==> src/design/zsd_pkg.sv <==
`timescale 1ns / 1ps

package zsd_pkg;

	// signed width for span arithmetic: an 8-bit column plus insets, minus insets
	localparam int SPW = 10;

	localparam int EDGE_INSET  = 3;
	localparam int MIN_SPAN    = 10;
	localparam int BLACK_SHIFT = 3;
	localparam int MARGIN_GAP  = 2;
	localparam int WIDTH_DIV   = 5;

	localparam int CFG_ADDR_W = 5;
	localparam int CFG_DATA_W = 32;

	localparam logic [7:0] RST_MARGIN_LOW  = 8'd1;
	localparam logic [7:0] RST_MARGIN_HIGH = 8'd158;
	localparam logic [7:0] RST_WIN_TOP     = 8'd40;
	localparam logic [7:0] RST_WIN_BOTTOM  = 8'd96;
	localparam logic [7:0] RST_MIN_CHANGES = 8'd4;
	localparam logic [7:0] RST_MIN_ROWS    = 8'd3;

	typedef logic signed [SPW-1:0] span_t;

	typedef enum logic [2:0] {
		REG_MARGIN_LOW  = 3'd0,
		REG_MARGIN_HIGH = 3'd1,
		REG_WIN_TOP     = 3'd2,
		REG_WIN_BOTTOM  = 3'd3,
		REG_MIN_CHANGES = 3'd4,
		REG_MIN_ROWS    = 3'd5
	} cfg_reg_t;

	typedef struct packed {
		logic       pixel_black;
		logic [7:0] pixel_col;
		logic [6:0] pixel_row;
		logic [7:0] left_edge;
		logic [7:0] right_edge;
		logic       last_in_row;
		logic       last_in_frame;
	} pix_t;

	typedef struct packed {
		logic        zebra_found;
		logic [15:0] change_total;
		logic [6:0]  striped_rows;
		logic [6:0]  black_rows;
		logic [6:0]  used_rows;
	} res_t;

	function automatic span_t to_span(input logic [7:0] v);
		return span_t'({{(SPW-8){1'b0}}, v});
	endfunction

	function automatic span_t clamp_span(input span_t v, input span_t lo, input span_t hi);
		span_t r;
		r = v;
		if (r < lo) begin
			r = lo;
		end
		if (r > hi) begin
			r = hi;
		end
		return r;
	endfunction

	function automatic logic [6:0] sat_inc7(input logic [6:0] v);
		return (v != 7'h7F) ? v + 7'd1 : v;
	endfunction

endpackage

==> src/design/zsd_pix_if.sv <==
`timescale 1ns / 1ps

interface zsd_pix_if;
	logic          valid;
	logic          ready;
	zsd_pkg::pix_t data;

	modport source(output valid, output data, input ready);
	modport sink(input valid, input data, output ready);
endinterface

==> src/design/zsd_res_if.sv <==
`timescale 1ns / 1ps

interface zsd_res_if;
	logic          valid;
	logic          ready;
	zsd_pkg::res_t data;

	modport source(output valid, output data, input ready);
	modport sink(input valid, input data, output ready);
endinterface

==> src/design/zebra_stripe_detector.sv <==
`timescale 1ns / 1ps
// a pixel taken into the input register stage is evaluated there; a frame verdict
// is registered in the result register as its last pixel leaves that stage, and held on res
// throughput: one pixel per clock, set by the single input register stage feeding the
// tally update; it stalls only when a verdict waits and the result register is full
// reset (arst_n low, asynchronous): config returns to defaults, all tallies and valids clear

module zebra_stripe_detector #(
	parameter int IMG_WIDTH  = 160,
	parameter int IMG_HEIGHT = 120
) (
	input  logic                               clk,
	input  logic                               arst_n,
	zsd_pix_if.sink                            pix,
	zsd_res_if.source                          res,
	input  logic                               psel,
	input  logic                               penable,
	input  logic                               pwrite,
	input  logic [zsd_pkg::CFG_ADDR_W-1:0]     paddr,
	input  logic [zsd_pkg::CFG_DATA_W-1:0]     pwdata,
	output logic [zsd_pkg::CFG_DATA_W-1:0]     prdata,
	output logic                               pready
);

	// span limits and track width window, fixed at elaboration
	localparam zsd_pkg::span_t SL_MAX    = zsd_pkg::span_t'(IMG_WIDTH - 2);
	localparam zsd_pkg::span_t SR_MAX    = zsd_pkg::span_t'(IMG_WIDTH - 1);
	localparam zsd_pkg::span_t WIDTH_MIN = zsd_pkg::span_t'(IMG_WIDTH / zsd_pkg::WIDTH_DIV);
	localparam zsd_pkg::span_t WIDTH_MAX = zsd_pkg::span_t'(IMG_WIDTH - 5);
	localparam logic [7:0]     ROW_LIMIT = 8'(IMG_HEIGHT);

	// ---------------------------------------------------------------
	// configuration registers
	// ---------------------------------------------------------------
	logic [7:0] margin_low_q;
	logic [7:0] margin_high_q;
	logic [7:0] win_top_q;
	logic [7:0] win_bottom_q;
	logic [7:0] min_changes_q;
	logic [7:0] min_rows_q;

	zsd_pkg::cfg_reg_t cfg_idx;
	logic              cfg_wr;

	assign cfg_idx = zsd_pkg::cfg_reg_t'(paddr[4:2]);
	assign cfg_wr  = psel && penable && pwrite && pready;
	assign pready  = 1'b1;

	always_ff @(posedge clk or negedge arst_n) begin
		if (!arst_n) begin
			margin_low_q  <= zsd_pkg::RST_MARGIN_LOW;
			margin_high_q <= zsd_pkg::RST_MARGIN_HIGH;
			win_top_q     <= zsd_pkg::RST_WIN_TOP;
			win_bottom_q  <= zsd_pkg::RST_WIN_BOTTOM;
			min_changes_q <= zsd_pkg::RST_MIN_CHANGES;
			min_rows_q    <= zsd_pkg::RST_MIN_ROWS;
		end else if (cfg_wr) begin
			unique case (cfg_idx)
				zsd_pkg::REG_MARGIN_LOW:  margin_low_q  <= pwdata[7:0];
				zsd_pkg::REG_MARGIN_HIGH: margin_high_q <= pwdata[7:0];
				zsd_pkg::REG_WIN_TOP:     win_top_q     <= pwdata[7:0];
				zsd_pkg::REG_WIN_BOTTOM:  win_bottom_q  <= pwdata[7:0];
				zsd_pkg::REG_MIN_CHANGES: min_changes_q <= pwdata[7:0];
				zsd_pkg::REG_MIN_ROWS:    min_rows_q    <= pwdata[7:0];
				default: ;  // addresses past the register list are ignored
			endcase
		end
	end

	// read back, zero-extended
	always_comb begin
		prdata = '0;
		unique case (cfg_idx)
			zsd_pkg::REG_MARGIN_LOW:  prdata[7:0] = margin_low_q;
			zsd_pkg::REG_MARGIN_HIGH: prdata[7:0] = margin_high_q;
			zsd_pkg::REG_WIN_TOP:     prdata[7:0] = win_top_q;
			zsd_pkg::REG_WIN_BOTTOM:  prdata[7:0] = win_bottom_q;
			zsd_pkg::REG_MIN_CHANGES: prdata[7:0] = min_changes_q;
			zsd_pkg::REG_MIN_ROWS:    prdata[7:0] = min_rows_q;
			default:                  prdata      = '0;
		endcase
	end

	// ---------------------------------------------------------------
	// input register stage
	// ---------------------------------------------------------------
	zsd_pkg::pix_t pix_s1;
	logic          pix_valid_s1;
	logic          res_valid_q;
	zsd_pkg::res_t res_data_q;
	logic          out_free;
	logic          s1_go;      // stage 1 item is consumed this cycle
	logic          s1_fire;

	// the result slot frees up when empty or when its transaction completes
	assign out_free = !res_valid_q || res.ready;
	// only a frame-closing pixel needs the result slot
	assign s1_go    = !pix_s1.last_in_frame || out_free;
	assign s1_fire  = pix_valid_s1 && s1_go;
	assign pix.ready = !pix_valid_s1 || s1_go;

	always_ff @(posedge clk or negedge arst_n) begin
		if (!arst_n) begin
			pix_valid_s1 <= 1'b0;
		end else if (pix.ready) begin
			pix_valid_s1 <= pix.valid;
		end
	end

	always_ff @(posedge clk) begin
		if (pix.ready && pix.valid) begin
			pix_s1 <= pix.data;
		end
	end

	// ---------------------------------------------------------------
	// per-pixel span tests and row/frame tallies
	// ---------------------------------------------------------------
	logic        prev_pixel_q;
	logic [7:0]  row_chg_q;
	logic [7:0]  row_blk_q;
	logic [15:0] frame_sum_q;
	logic [6:0]  striped_q;
	logic [6:0]  black_q;
	logic [6:0]  used_q;

	zsd_pkg::span_t left_s;
	zsd_pkg::span_t right_s;
	zsd_pkg::span_t col_s;
	zsd_pkg::span_t sl;
	zsd_pkg::span_t sr;
	zsd_pkg::span_t track_w;
	logic           black_hit;
	logic           chg_hit;
	logic [7:0]     row_chg_nx;
	logic [7:0]     row_blk_nx;
	logic           row_in_win;
	logic           row_used;
	logic [16:0]    sum_wide;
	logic [15:0]    frame_sum_nx;
	logic [6:0]     striped_nx;
	logic [6:0]     black_nx;
	logic [6:0]     used_nx;

	always_comb begin
		left_s  = zsd_pkg::to_span(pix_s1.left_edge);
		right_s = zsd_pkg::to_span(pix_s1.right_edge);
		col_s   = zsd_pkg::to_span(pix_s1.pixel_col);

		// scanned span, inset from the borders and kept inside the image
		sl = zsd_pkg::clamp_span(left_s + zsd_pkg::span_t'(zsd_pkg::EDGE_INSET),
			zsd_pkg::span_t'(0), SL_MAX);
		sr = zsd_pkg::clamp_span(right_s - zsd_pkg::span_t'(zsd_pkg::EDGE_INSET),
			zsd_pkg::span_t'(1), SR_MAX);

		// black pixels count over [sl, sr-2], changes over [sl+1, sr-1]
		black_hit = pix_s1.pixel_black && (col_s >= sl)
			&& (col_s <= sr - zsd_pkg::span_t'(2));
		chg_hit   = (col_s >= sl + zsd_pkg::span_t'(1))
			&& (col_s <= sr - zsd_pkg::span_t'(1))
			&& (pix_s1.pixel_black != prev_pixel_q);

		// row tallies saturate at all ones
		row_chg_nx = (chg_hit && row_chg_q != 8'hFF) ? row_chg_q + 8'd1 : row_chg_q;
		row_blk_nx = (black_hit && row_blk_q != 8'hFF) ? row_blk_q + 8'd1 : row_blk_q;

		// row qualification uses the closing pixel's row and borders
		track_w    = right_s - left_s;
		row_in_win = ({1'b0, pix_s1.pixel_row} < ROW_LIMIT)
			&& ({1'b0, pix_s1.pixel_row} >= win_top_q)
			&& ({1'b0, pix_s1.pixel_row} <= win_bottom_q);
		row_used   = pix_s1.last_in_row && row_in_win
			&& (left_s > zsd_pkg::to_span(margin_low_q) + zsd_pkg::span_t'(zsd_pkg::MARGIN_GAP))
			&& (right_s < zsd_pkg::to_span(margin_high_q) - zsd_pkg::span_t'(zsd_pkg::MARGIN_GAP))
			&& (track_w >= WIDTH_MIN) && (track_w <= WIDTH_MAX)
			&& (sr > sl + zsd_pkg::span_t'(zsd_pkg::MIN_SPAN));

		// frame tallies after closing this row
		sum_wide     = {1'b0, frame_sum_q} + {9'd0, row_chg_nx};
		frame_sum_nx = frame_sum_q;
		striped_nx   = striped_q;
		black_nx     = black_q;
		used_nx      = used_q;
		if (row_used) begin
			frame_sum_nx = sum_wide[16] ? 16'hFFFF : sum_wide[15:0];
			used_nx      = zsd_pkg::sat_inc7(used_q);
			if (row_chg_nx >= min_changes_q) begin
				striped_nx = zsd_pkg::sat_inc7(striped_q);
			end
			// one eighth of the span; span is positive whenever the row is used
			if (zsd_pkg::to_span(row_blk_nx) >= ((sr - sl) >>> zsd_pkg::BLACK_SHIFT)) begin
				black_nx = zsd_pkg::sat_inc7(black_q);
			end
		end
	end

	always_ff @(posedge clk or negedge arst_n) begin
		if (!arst_n) begin
			prev_pixel_q <= 1'b0;
			row_chg_q    <= '0;
			row_blk_q    <= '0;
			frame_sum_q  <= '0;
			striped_q    <= '0;
			black_q      <= '0;
			used_q       <= '0;
		end else if (s1_fire) begin
			prev_pixel_q <= pix_s1.pixel_black;
			if (pix_s1.last_in_row || pix_s1.last_in_frame) begin
				// row closes, or an open row is dropped at frame end
				row_chg_q <= '0;
				row_blk_q <= '0;
			end else begin
				row_chg_q <= row_chg_nx;
				row_blk_q <= row_blk_nx;
			end
			if (pix_s1.last_in_frame) begin
				frame_sum_q <= '0;
				striped_q   <= '0;
				black_q     <= '0;
				used_q      <= '0;
			end else begin
				frame_sum_q <= frame_sum_nx;
				striped_q   <= striped_nx;
				black_q     <= black_nx;
				used_q      <= used_nx;
			end
		end
	end

	// ---------------------------------------------------------------
	// result register: holds one frame verdict until its transaction
	// ---------------------------------------------------------------
	logic res_load;

	assign res_load = s1_fire && pix_s1.last_in_frame;

	always_ff @(posedge clk or negedge arst_n) begin
		if (!arst_n) begin
			res_valid_q <= 1'b0;
		end else if (res_load) begin
			res_valid_q <= 1'b1;
		end else if (res.ready) begin
			res_valid_q <= 1'b0;
		end
	end

	always_ff @(posedge clk) begin
		if (res_load) begin
			res_data_q.zebra_found  <= ({1'b0, striped_nx} >= min_rows_q)
				&& ({1'b0, black_nx} >= min_rows_q);
			res_data_q.change_total <= frame_sum_nx;
			res_data_q.striped_rows <= striped_nx;
			res_data_q.black_rows   <= black_nx;
			res_data_q.used_rows    <= used_nx;
		end
	end

	assign res.valid = res_valid_q;
	assign res.data  = res_data_q;

	// ---------------------------------------------------------------
	// checks
	// ---------------------------------------------------------------
	a_row_counts_bounded: assert property (@(posedge clk) disable iff (!arst_n)
		(striped_q <= used_q) && (black_q <= used_q))
		else $error("striped or black row count exceeds used row count");

	a_result_from_frame_end: assert property (@(posedge clk) disable iff (!arst_n)
		$rose(res_valid_q) |-> $past(pix_valid_s1 && pix_s1.last_in_frame))
		else $error("result appeared without a frame-closing pixel");

	a_frame_clear: assert property (@(posedge clk) disable iff (!arst_n)
		res_load |=> (used_q == 7'd0) && (frame_sum_q == 16'd0) && (row_chg_q == 8'd0))
		else $error("frame tallies not cleared after verdict");

	a_stall_holds_stage: assert property (@(posedge clk) disable iff (!arst_n)
		(pix_valid_s1 && !s1_go) |=> (pix_valid_s1 && $stable(pix_s1)))
		else $error("stalled stage 1 item changed");

endmodule

==> src/flat_wrapper.sv <==
// flat-port wrapper written by rule: the top's interface ports become plain ports
module zebra_stripe_detector_flat 
#(
	parameter int IMG_WIDTH  = 160,
	parameter int IMG_HEIGHT = 120
)
  (clk, arst_n, psel, penable, pwrite, paddr, pwdata, prdata, pready, pix_valid, pix_data, pix_ready, res_valid, res_data, res_ready);
  zsd_pix_if pix_i ();
  zsd_res_if res_i ();
  input  logic clk;
  input  logic arst_n;
  input  logic psel;
  input  logic penable;
  input  logic pwrite;
  input  logic [zsd_pkg::CFG_ADDR_W-1:0] paddr;
  input  logic [zsd_pkg::CFG_DATA_W-1:0] pwdata;
  output logic [zsd_pkg::CFG_DATA_W-1:0] prdata;
  output logic pready;
  input wire logic [$bits(pix_i.valid)-1:0] pix_valid;
  input wire logic [$bits(pix_i.data)-1:0] pix_data;
  output wire logic [$bits(pix_i.ready)-1:0] pix_ready;
  output wire logic [$bits(res_i.valid)-1:0] res_valid;
  output wire logic [$bits(res_i.data)-1:0] res_data;
  input wire logic [$bits(res_i.ready)-1:0] res_ready;
  assign pix_i.valid = pix_valid;
  assign pix_i.data = pix_data;
  assign pix_ready = pix_i.ready;
  assign res_valid = res_i.valid;
  assign res_data = res_i.data;
  assign res_i.ready = res_ready;
  zebra_stripe_detector #(.IMG_WIDTH(IMG_WIDTH), .IMG_HEIGHT(IMG_HEIGHT)) u_core (.clk(clk), .arst_n(arst_n), .pix(pix_i), .res(res_i), .psel(psel), .penable(penable), .pwrite(pwrite), .paddr(paddr), .pwdata(pwdata), .prdata(prdata), .pready(pready));
endmodule
==> config.mk <==
export PLATFORM = sky130hd
export DESIGN_NAME = zebra_stripe_detector_flat
export DESIGN_NICKNAME = d
export VERILOG_FILES = /design/src/design/zsd_pkg.sv /design/src/design/zsd_pix_if.sv /design/src/design/zsd_res_if.sv /design/src/design/zebra_stripe_detector.sv /design/src/flat_wrapper.sv
export SDC_FILE = /design/constraint.sdc
export NUM_CORES = 1
export LEC_CHECK = 0
export ABC_CLOCK_PERIOD_IN_PS = 8770
export BUFFER_PORTS_ARGS = -buffer_cell sky130_fd_sc_hd__buf_2
export CORE_MARGIN = 1
export CORE_UTILIZATION = 25
export CTS_CLUSTER_DIAMETER = 100
export DETAILED_ROUTE_END_ITERATION = 8
export HOLD_SLACK_MARGIN = 0.08
export MAX_ROUTING_LAYER = met4
export PLACE_DENSITY = 0.44
export SYNTH_ARGS = -nofsm -noshare
export SYNTH_HDL_FRONTEND = slang
export SYNTH_SLANG_ARGS = --single-unit
==> constraint.sdc <==
create_clock -name clk -period 8.77 [get_ports clk]
set_input_delay 1.754 -clock clk [delete_from_list [all_inputs] [get_ports clk]]
set_output_delay 1.754 -clock clk [all_outputs]
set_load 0.05 [all_outputs]
## Word level (Yosys, flattened, before mapping)

Cells that the tools add are included.

- Register bits: 176
- Input port bits: 78
- Output and inout bits: 73
- Logic and storage cells: 134

- Add/sub/neg operators: 16
- $lt $le $gt $ge: 20
- Equality and inequality tests: 11
- Mux-type cells: 25
- Reduce and logical (&&, ||, !) cells: 35

Operators with widths:

| operator | count |
|---|---|
| 7-bit 2-to-1 mux | 11 |
| 16-bit 2-to-1 mux | 3 |
| 8-bit case mux with 6 select lines | 1 |
| 10-bit 2-to-1 mux | 4 |
| 8-bit 2-to-1 mux | 4 |
| 7-bit by 8-bit >= comparator with 1-bit output | 3 |
| 7-bit by 1-bit adder with 7-bit output, second input constant | 3 |
| 7-bit != test, second input constant | 3 |
| 9-bit by 10-bit >= comparator with 1-bit output | 2 |
| 10-bit by 9-bit > comparator with 1-bit output, second input constant | 2 |
| 9-bit by 10-bit <= comparator with 1-bit output | 2 |
| 1-bit logical AND | 20 |
| 8-bit by 2-bit adder with 9-bit output, second input constant | 2 |
| 8-bit by 2-bit subtractor with 9-bit output, second input constant | 2 |
| 16-bit by 8-bit adder with 17-bit output | 1 |
| 8-bit by 1-bit adder with 8-bit output, second input constant | 2 |
| 8-bit != test, second input constant | 2 |
| 2-bit AND reduction | 6 |
| 10-bit by 2-bit adder with 10-bit output, second input constant | 1 |
| 10-bit by 5-bit adder with 10-bit output, second input constant | 1 |
| 10-bit by 7-bit >= comparator with 1-bit output, second input constant | 1 |
| 10-bit > comparator | 1 |
| 9-bit by 10-bit > comparator with 1-bit output | 1 |
| 10-bit by 9-bit <= comparator with 1-bit output, second input constant | 1 |
| 20 further kinds | 28 |

## Logic depth before layout (Yosys ltp)

- Depth after elaboration: 16
- Mapped depth: 47
- Depth with buffers taken out: 44

## Worst setup path before layout

OpenSTA, ideal clock, no wires.

- Kind: register to register
- From: reg u_core.pix_s1[3] (netlist name)
- To: reg u_core.res_data_q (netlist bit u_core.res.data[37]) (data pin)
- Setup time: 269 ps
- Arrival: 8,823 ps
- Required time: 8,501 ps
- Setup slack: -323 ps
- Cell stages (with the launch flop): 45
- Buffers on the path: 3
- Period minus slack after synthesis: 9,093 ps
- Path through: edfxtp_1 > ha_1 > or4_4 > nor3_2 > nor3_1 > nor3b_1 > ha_1 > clkbuf_1 > a21oi_4 > o2111ai_1 > o21a_1 > o21bai_1 > ha_1 > o31a_1 > or3_1 > inv_1 > ha_1 > nand3_1 > [... 9 more ...] > buf_6 > mux2_2 > ha_1 > a31oi_1 > o21ai_0 > o41a_1 > or3b_2 > nor3_1 > buf_2 > nand2_1 > o21ai_0 > ha_1 > a21o_1 > a21o_1 > a21oi_1 > nor2b_1 > o21ai_0 > a2111oi_0

- Word-level cells in the longest chain between the ends: 16
- Elaborated cells on any way between the ends: 35
- Classes of those cells: 5 x add/sub; 12 x order compare; 8 x mux; 10 x reduce/logical

RTL lines:

| element | line | RTL |
|---|---|---|
| start, declared | zebra_stripe_detector.sv:87 | `zsd_pkg::pix_t pix_s1;` |
| start signal, assigned | zebra_stripe_detector.sv:112 | `pix_s1 <= pix.data;` |
| 8-bit by 2-bit subtractor with 9-bit output | zebra_stripe_detector.sv:153 | `sr = zsd_pkg::clamp_span(right_s - zsd_pkg::span_t'(zsd_pkg::EDGE_INSET),` |
| 10-bit by 2-bit less-than comparator with 1-bit output | zsd_pkg.sv:60 | `if (r < lo) begin` |
| 10-bit 2-to-1 mux | zsd_pkg.sv:60 |  |
| 10-bit by 9-bit > comparator with 1-bit output | zsd_pkg.sv:63 | `if (r > hi) begin` |
| 10-bit 2-to-1 mux | zsd_pkg.sv:63 |  |
| 10-bit by 2-bit subtractor with 10-bit output | zebra_stripe_detector.sv:160 | `&& (col_s <= sr - zsd_pkg::span_t'(1))` |
| 9-bit by 10-bit <= comparator with 1-bit output | zebra_stripe_detector.sv:160 |  |
| 1-bit logical AND | zebra_stripe_detector.sv:160 |  |
| 1-bit logical AND | zebra_stripe_detector.sv:161 | `&& (pix_s1.pixel_black != prev_pixel_q);` |
| 1-bit logical AND | zebra_stripe_detector.sv:164 | `row_chg_nx = (chg_hit && row_chg_q != 8'hFF) ? row_chg_q + 8'd1 : row_chg_q;` |
| 8-bit 2-to-1 mux | zebra_stripe_detector.sv:164 |  |
| 8-bit >= comparator | zebra_stripe_detector.sv:187 | `if (row_chg_nx >= min_changes_q) begin` |
| 7-bit 2-to-1 mux | zebra_stripe_detector.sv:187 |  |
| 7-bit 2-to-1 mux * | zebra_stripe_detector.sv:184 | `if (row_used) begin` |
| named net u_core.striped_nx[1] | zebra_stripe_detector.sv:141 | `logic [6:0] striped_nx;` |
| 7-bit by 8-bit >= comparator with 1-bit output * | zebra_stripe_detector.sv:249 | `res_data_q.zebra_found <= ({1'b0, striped_nx} >= min_rows_q)` |
| 1-bit logical AND * | zebra_stripe_detector.sv:250 | `&& ({1'b0, black_nx} >= min_rows_q);` |
| end, declared | zebra_stripe_detector.sv:90 | `zsd_pkg::res_t res_data_q;` |

The timed path passes the listed nets; every way through them passes the cells marked *.
A chain may end at the register's enable or synchronous reset.

## Worst setup path in the final report

- From: reg u_core.pix_s1[3] (netlist name)
- To: reg u_core.res_data_q (netlist bit u_core.res.data[37]) (data pin)

- Word-level cells in the longest chain between the ends: 16
- Elaborated cells on any way between the ends: 35
- Classes of those cells: 5 x add/sub; 12 x order compare; 8 x mux; 10 x reduce/logical

RTL lines:

| element | line |
|---|---|
| 8-bit by 2-bit subtractor with 9-bit output | zebra_stripe_detector.sv:153 |
| 10-bit by 2-bit less-than comparator with 1-bit output | zsd_pkg.sv:60 |
| 10-bit 2-to-1 mux | zsd_pkg.sv:60 |
| 10-bit by 9-bit > comparator with 1-bit output | zsd_pkg.sv:63 |
| 10-bit 2-to-1 mux | zsd_pkg.sv:63 |
| 10-bit by 2-bit subtractor with 10-bit output | zebra_stripe_detector.sv:160 |
| 9-bit by 10-bit <= comparator with 1-bit output | zebra_stripe_detector.sv:160 |
| 1-bit logical AND | zebra_stripe_detector.sv:160 |
| 1-bit logical AND | zebra_stripe_detector.sv:161 |
| 1-bit logical AND | zebra_stripe_detector.sv:164 |
| 8-bit 2-to-1 mux | zebra_stripe_detector.sv:164 |
| 8-bit >= comparator | zebra_stripe_detector.sv:187 |
| 7-bit 2-to-1 mux | zebra_stripe_detector.sv:187 |
| 7-bit 2-to-1 mux | zebra_stripe_detector.sv:184 |
| 7-bit by 8-bit >= comparator with 1-bit output | zebra_stripe_detector.sv:249 |
| 1-bit logical AND * | zebra_stripe_detector.sv:250 |

Every way passes the cells marked *; elsewhere a longest branch is shown, timed or not.

==> metrics <==
status=completed; count of cell types in the netlist=91; first-pass GRT wire length=62100 um; largest net degree at the start of global routing=71; CTS Buffer Depth=2; Final ANT Viol Nets=0; H-tree depth=4; Power Density=166 nW/um^2; Area growth syn-to-layout=22.0%; number of diodes=0; clk sinks=176; worst hold slack=0.512 ns; Slew Limit Headroom=26.1%; vias in the first global route=11022; largest stage delay on the critical path=0.44 ns; Final WS setup=0.0808 ns; Cells after Synth=1355; # rows=83; ys flop type=dfrtp_1; detailed placement HPWL=29700 um; Critical Path End Type=flop; drt pass-1 iters=7; Fmax=115 MHz; Finished Layout Cells=2241; Pins Over Slew Limit=0; Routed WL per cell=17.5 um; dpl ws=-0.481 ns; Final setup viols=0; Layout fillers=5424; grt ovf=0; nets=1771; Post-Layout Inst Area=16000 um^2; CTS buffer count=17; CP Max Fanout=3; Yosys reg bits=176; Synth async-reset ratio=59.1%; Clock Latency Late Sink=0.50 ns; critical-path cell with the highest stage delay=edfxtp_1; YS warnings=0; Avg Vias per Cell=4.86; actual slew at the worst max-slew pin=1.11 ns; EDFF count, synth=72; detailed-route via count=10896; Die Y=231 um; CTS Root Cell=clkbuf_16; endpoints failing hold=0; # DRC=0; share of cells above drive strength 1=24.2%; peak supply drop=0.162 mV; Worst Path Required=9.00 ns; gr usage total=15.6%; # IOs=151; I/O Buffers=99; crit path time final=8.69 ns; initial antenna violation count=1; post-synthesis sequential area ratio=36.6%; Total Wirelength=39300 um; Post-Place Cells=2189; kind of critical path=reg -> reg; Detailed Route Iter0 Violations=539; RePlAce Congestion=0.856; RSZ-0062 raised after global routing=yes; Syn Area/Cell=9.65 um^2; CTS tree=done; type of the tightest min-delay check=reg -> reg; total of max-cap violations=0; Worst path most repeated cell=ha_1; setup_tns=0 ns; Core ar.=51500 um^2; Horiz. Die Dim=231 um; Tcrit/Tclk final=99.1%; Initial Utilization=25.4%; element type at the critical path start=flop; leakage=7.20 nW; die area=53200 um^2; Worst-path clk slew=0.08 ns; crit path DAT=8.92 ns; Area after DPL=14900 um^2; clock skew=0.0204 ns; area of the mapped netlist=13100 um^2
## path summary, 6_finish.rpt
path | start | endpoint | slack [ns] | cells past startpoint
max | u_core.pix_s1[3] | u_core.res.data[37] | 0.08 | 45
min | u_core.prev_pixel_q | u_core.prev_pixel_q | 0.51 | 2
max reg2reg | u_core.pix_s1[3] | u_core.res.data[37] | 0.08 | 45
min reg2reg | u_core.prev_pixel_q | u_core.prev_pixel_q | 0.51 | 2
max in group asynchronous | arst_n | u_core.striped_q[5] | 6.14 | 2
min in group asynchronous | arst_n | u_core.win_bottom_q[7] | 1.23 | 1
## power breakdown
part | leakage (nW) | switching (mW) | internal [mW]
Clock | 0.298 | 0.392 | 0.439
Combinational | 4.86 | 0.474 | 0.326
Sequential | 2.05 | 0.0760 | 0.946
Total | 7.20 | 0.942 | 1.71
## synth_stat cells (6+ instances only)
cell / number / area (um^2)
a211o_1: 6 / 52.6
a211oi_1: 8 / 60.1
a21o_1: 16 / 120
a21oi_1: 43 / 215
a22o_1: 9 / 78.8
a31o_2: 8 / 70.1
a31oi_1: 18 / 113
a32o_1: 6 / 60.1
and2_1: 14 / 87.6
and3_1: 26 / 163
buf_2: 8 / 40.0
buf_4: 26 / 195
clkbuf_1: 31 / 116
dfrtp_1: 91 / 2280
dfstp_2: 13 / 342
edfxtp_1: 72 / 2160
ha_1: 143 / 1790
inv_1: 79 / 297
mux2_2: 34 / 383
mux2i_1: 15 / 150
nand2_1: 119 / 447
nand2b_1: 23 / 144
nand3_1: 38 / 190
nand4_1: 29 / 181
nor2_1: 76 / 285
nor2b_1: 15 / 93.8
nor3_1: 29 / 145
nor3b_1: 7 / 52.6
nor4_1: 10 / 62.6
o2111ai_1: 6 / 52.6
o211ai_1: 10 / 75.1
o21a_1: 14 / 105
o21ai_0: 77 / 385
o22ai_1: 10 / 62.6
o31ai_1: 10 / 75.1
or3_1: 14 / 87.6
or4_1: 7 / 52.6
xnor2_1: 54 / 473
xor2_1: 31 / 272
## registers in the layout, summed over array words and instances, names as in the netlist
name,flops
u_core.res.data,38
u_core.pix_s1,18
u_core.frame_sum_q,16
u_core.col_s,8
u_core.left_s,8
u_core.margin_high_q,8
u_core.margin_low_q,8
u_core.min_changes_q,8
u_core.min_rows_q,8
u_core.row_blk_q,8
u_core.row_chg_q,8
u_core.win_bottom_q,8
u_core.win_top_q,8
u_core.black_q,7
u_core.striped_q,7
u_core.used_q,7
u_core.pix_valid_s1,1
u_core.prev_pixel_q,1
u_core.res.valid,1
## what timing repair did
item	CTS	global route
setup endpoints to repair	1	2
resized for setup	42	14
setup buffers	12	8
hold buffers	0	0
pin swaps	35	28
## routing by layer
| metal | wire (um) | GRT usage [%] | vias up |
|---|---|---|---|
| li1 | - | - | 5352 |
| met5 | 0 | - | - |
| met4 | 596 | 4.74 | 0 |
| met2 | 18800 | 25.2 | 194 |
| met1 | 18800 | 20.1 | 5315 |
| met3 | 1020 | 2.37 | 35 |
## logic make-up after synthesis
group,Yosys count,share of synthesized area [%]
adders and majority gates,145,14.0
and+or+nand+nor,440,17.4
DFF,176,36.6
AOI/OAI and AO/OA,304,16.3
buffers and inverters,149,5.17
other,2,0.0574
muxes,54,4.85
xor gates and xnor gates,85,5.69
## critical path, delay by kind of cell, from the launching register on
| family | cells | cell delay [ns] |
|---|---|---|
| AO/OA/AOI/OAI | 20 | 3.15 |
| AND/OR/NAND/NOR | 10 | 1.93 |
| adder cells (fa/ha/maj) | 6 | 1.63 |
| XOR/XNOR | 4 | 0.64 |
| buffers and inverters | 5 | 0.63 |
| flip-flops | 1 | 0.44 |
## placed cells by master (no fill, tap or decap), types with 13 or more instances in the layout
| cell type | count |
|---|---|
| dfrtp_1 | 91 |
| inv_1 | 77 |
| nand2b_1 | 21 |
| nor2_1 | 73 |
| conb_1 | 28 |
| a21oi_1 | 40 |
| nand4_1 | 29 |
| a31oi_1 | 18 |
| and3_1 | 25 |
| xor2_1 | 29 |
| nand2_1 | 119 |
| o21ai_0 | 71 |
| nand3_1 | 36 |
| xnor2_1 | 48 |
| buf_4 | 114 |
| dfstp_2 | 13 |
| clkbuf_16 | 17 |
| nor3_1 | 25 |
| mux2i_1 | 15 |
| a21o_1 | 16 |
| ha_1 | 137 |
| buf_2 | 98 |
| mux2_2 | 32 |
| o21a_1 | 14 |
| edfxtp_1 | 72 |
| nor2b_1 | 14 |
## final cells by class
cell class / instances / area (um^2) / share of cell area (%)
Timing Repair Buffer: 217 / 1400 / 8.79
Inverter: 80 / 303 / 1.90
Sequential cell: 176 / 4780 / 30.0
Clock buffer: 19 / 443 / 2.78
Multi-Input combinational cell: 1056 / 8000 / 50.2
Clock inverter: 13 / 171 / 1.07
Tap cell: 680 / 851 / 5.33
## metrics by stage
stage,power (mW),utilization (%)
floorplan,1.55,-
global placement,1.80,29.0
detailed placement,1.81,29.0
CTS,2.68,30.7
global route,2.82,31.0
finish,2.65,31.0
(Power assumes the default switching activity.)
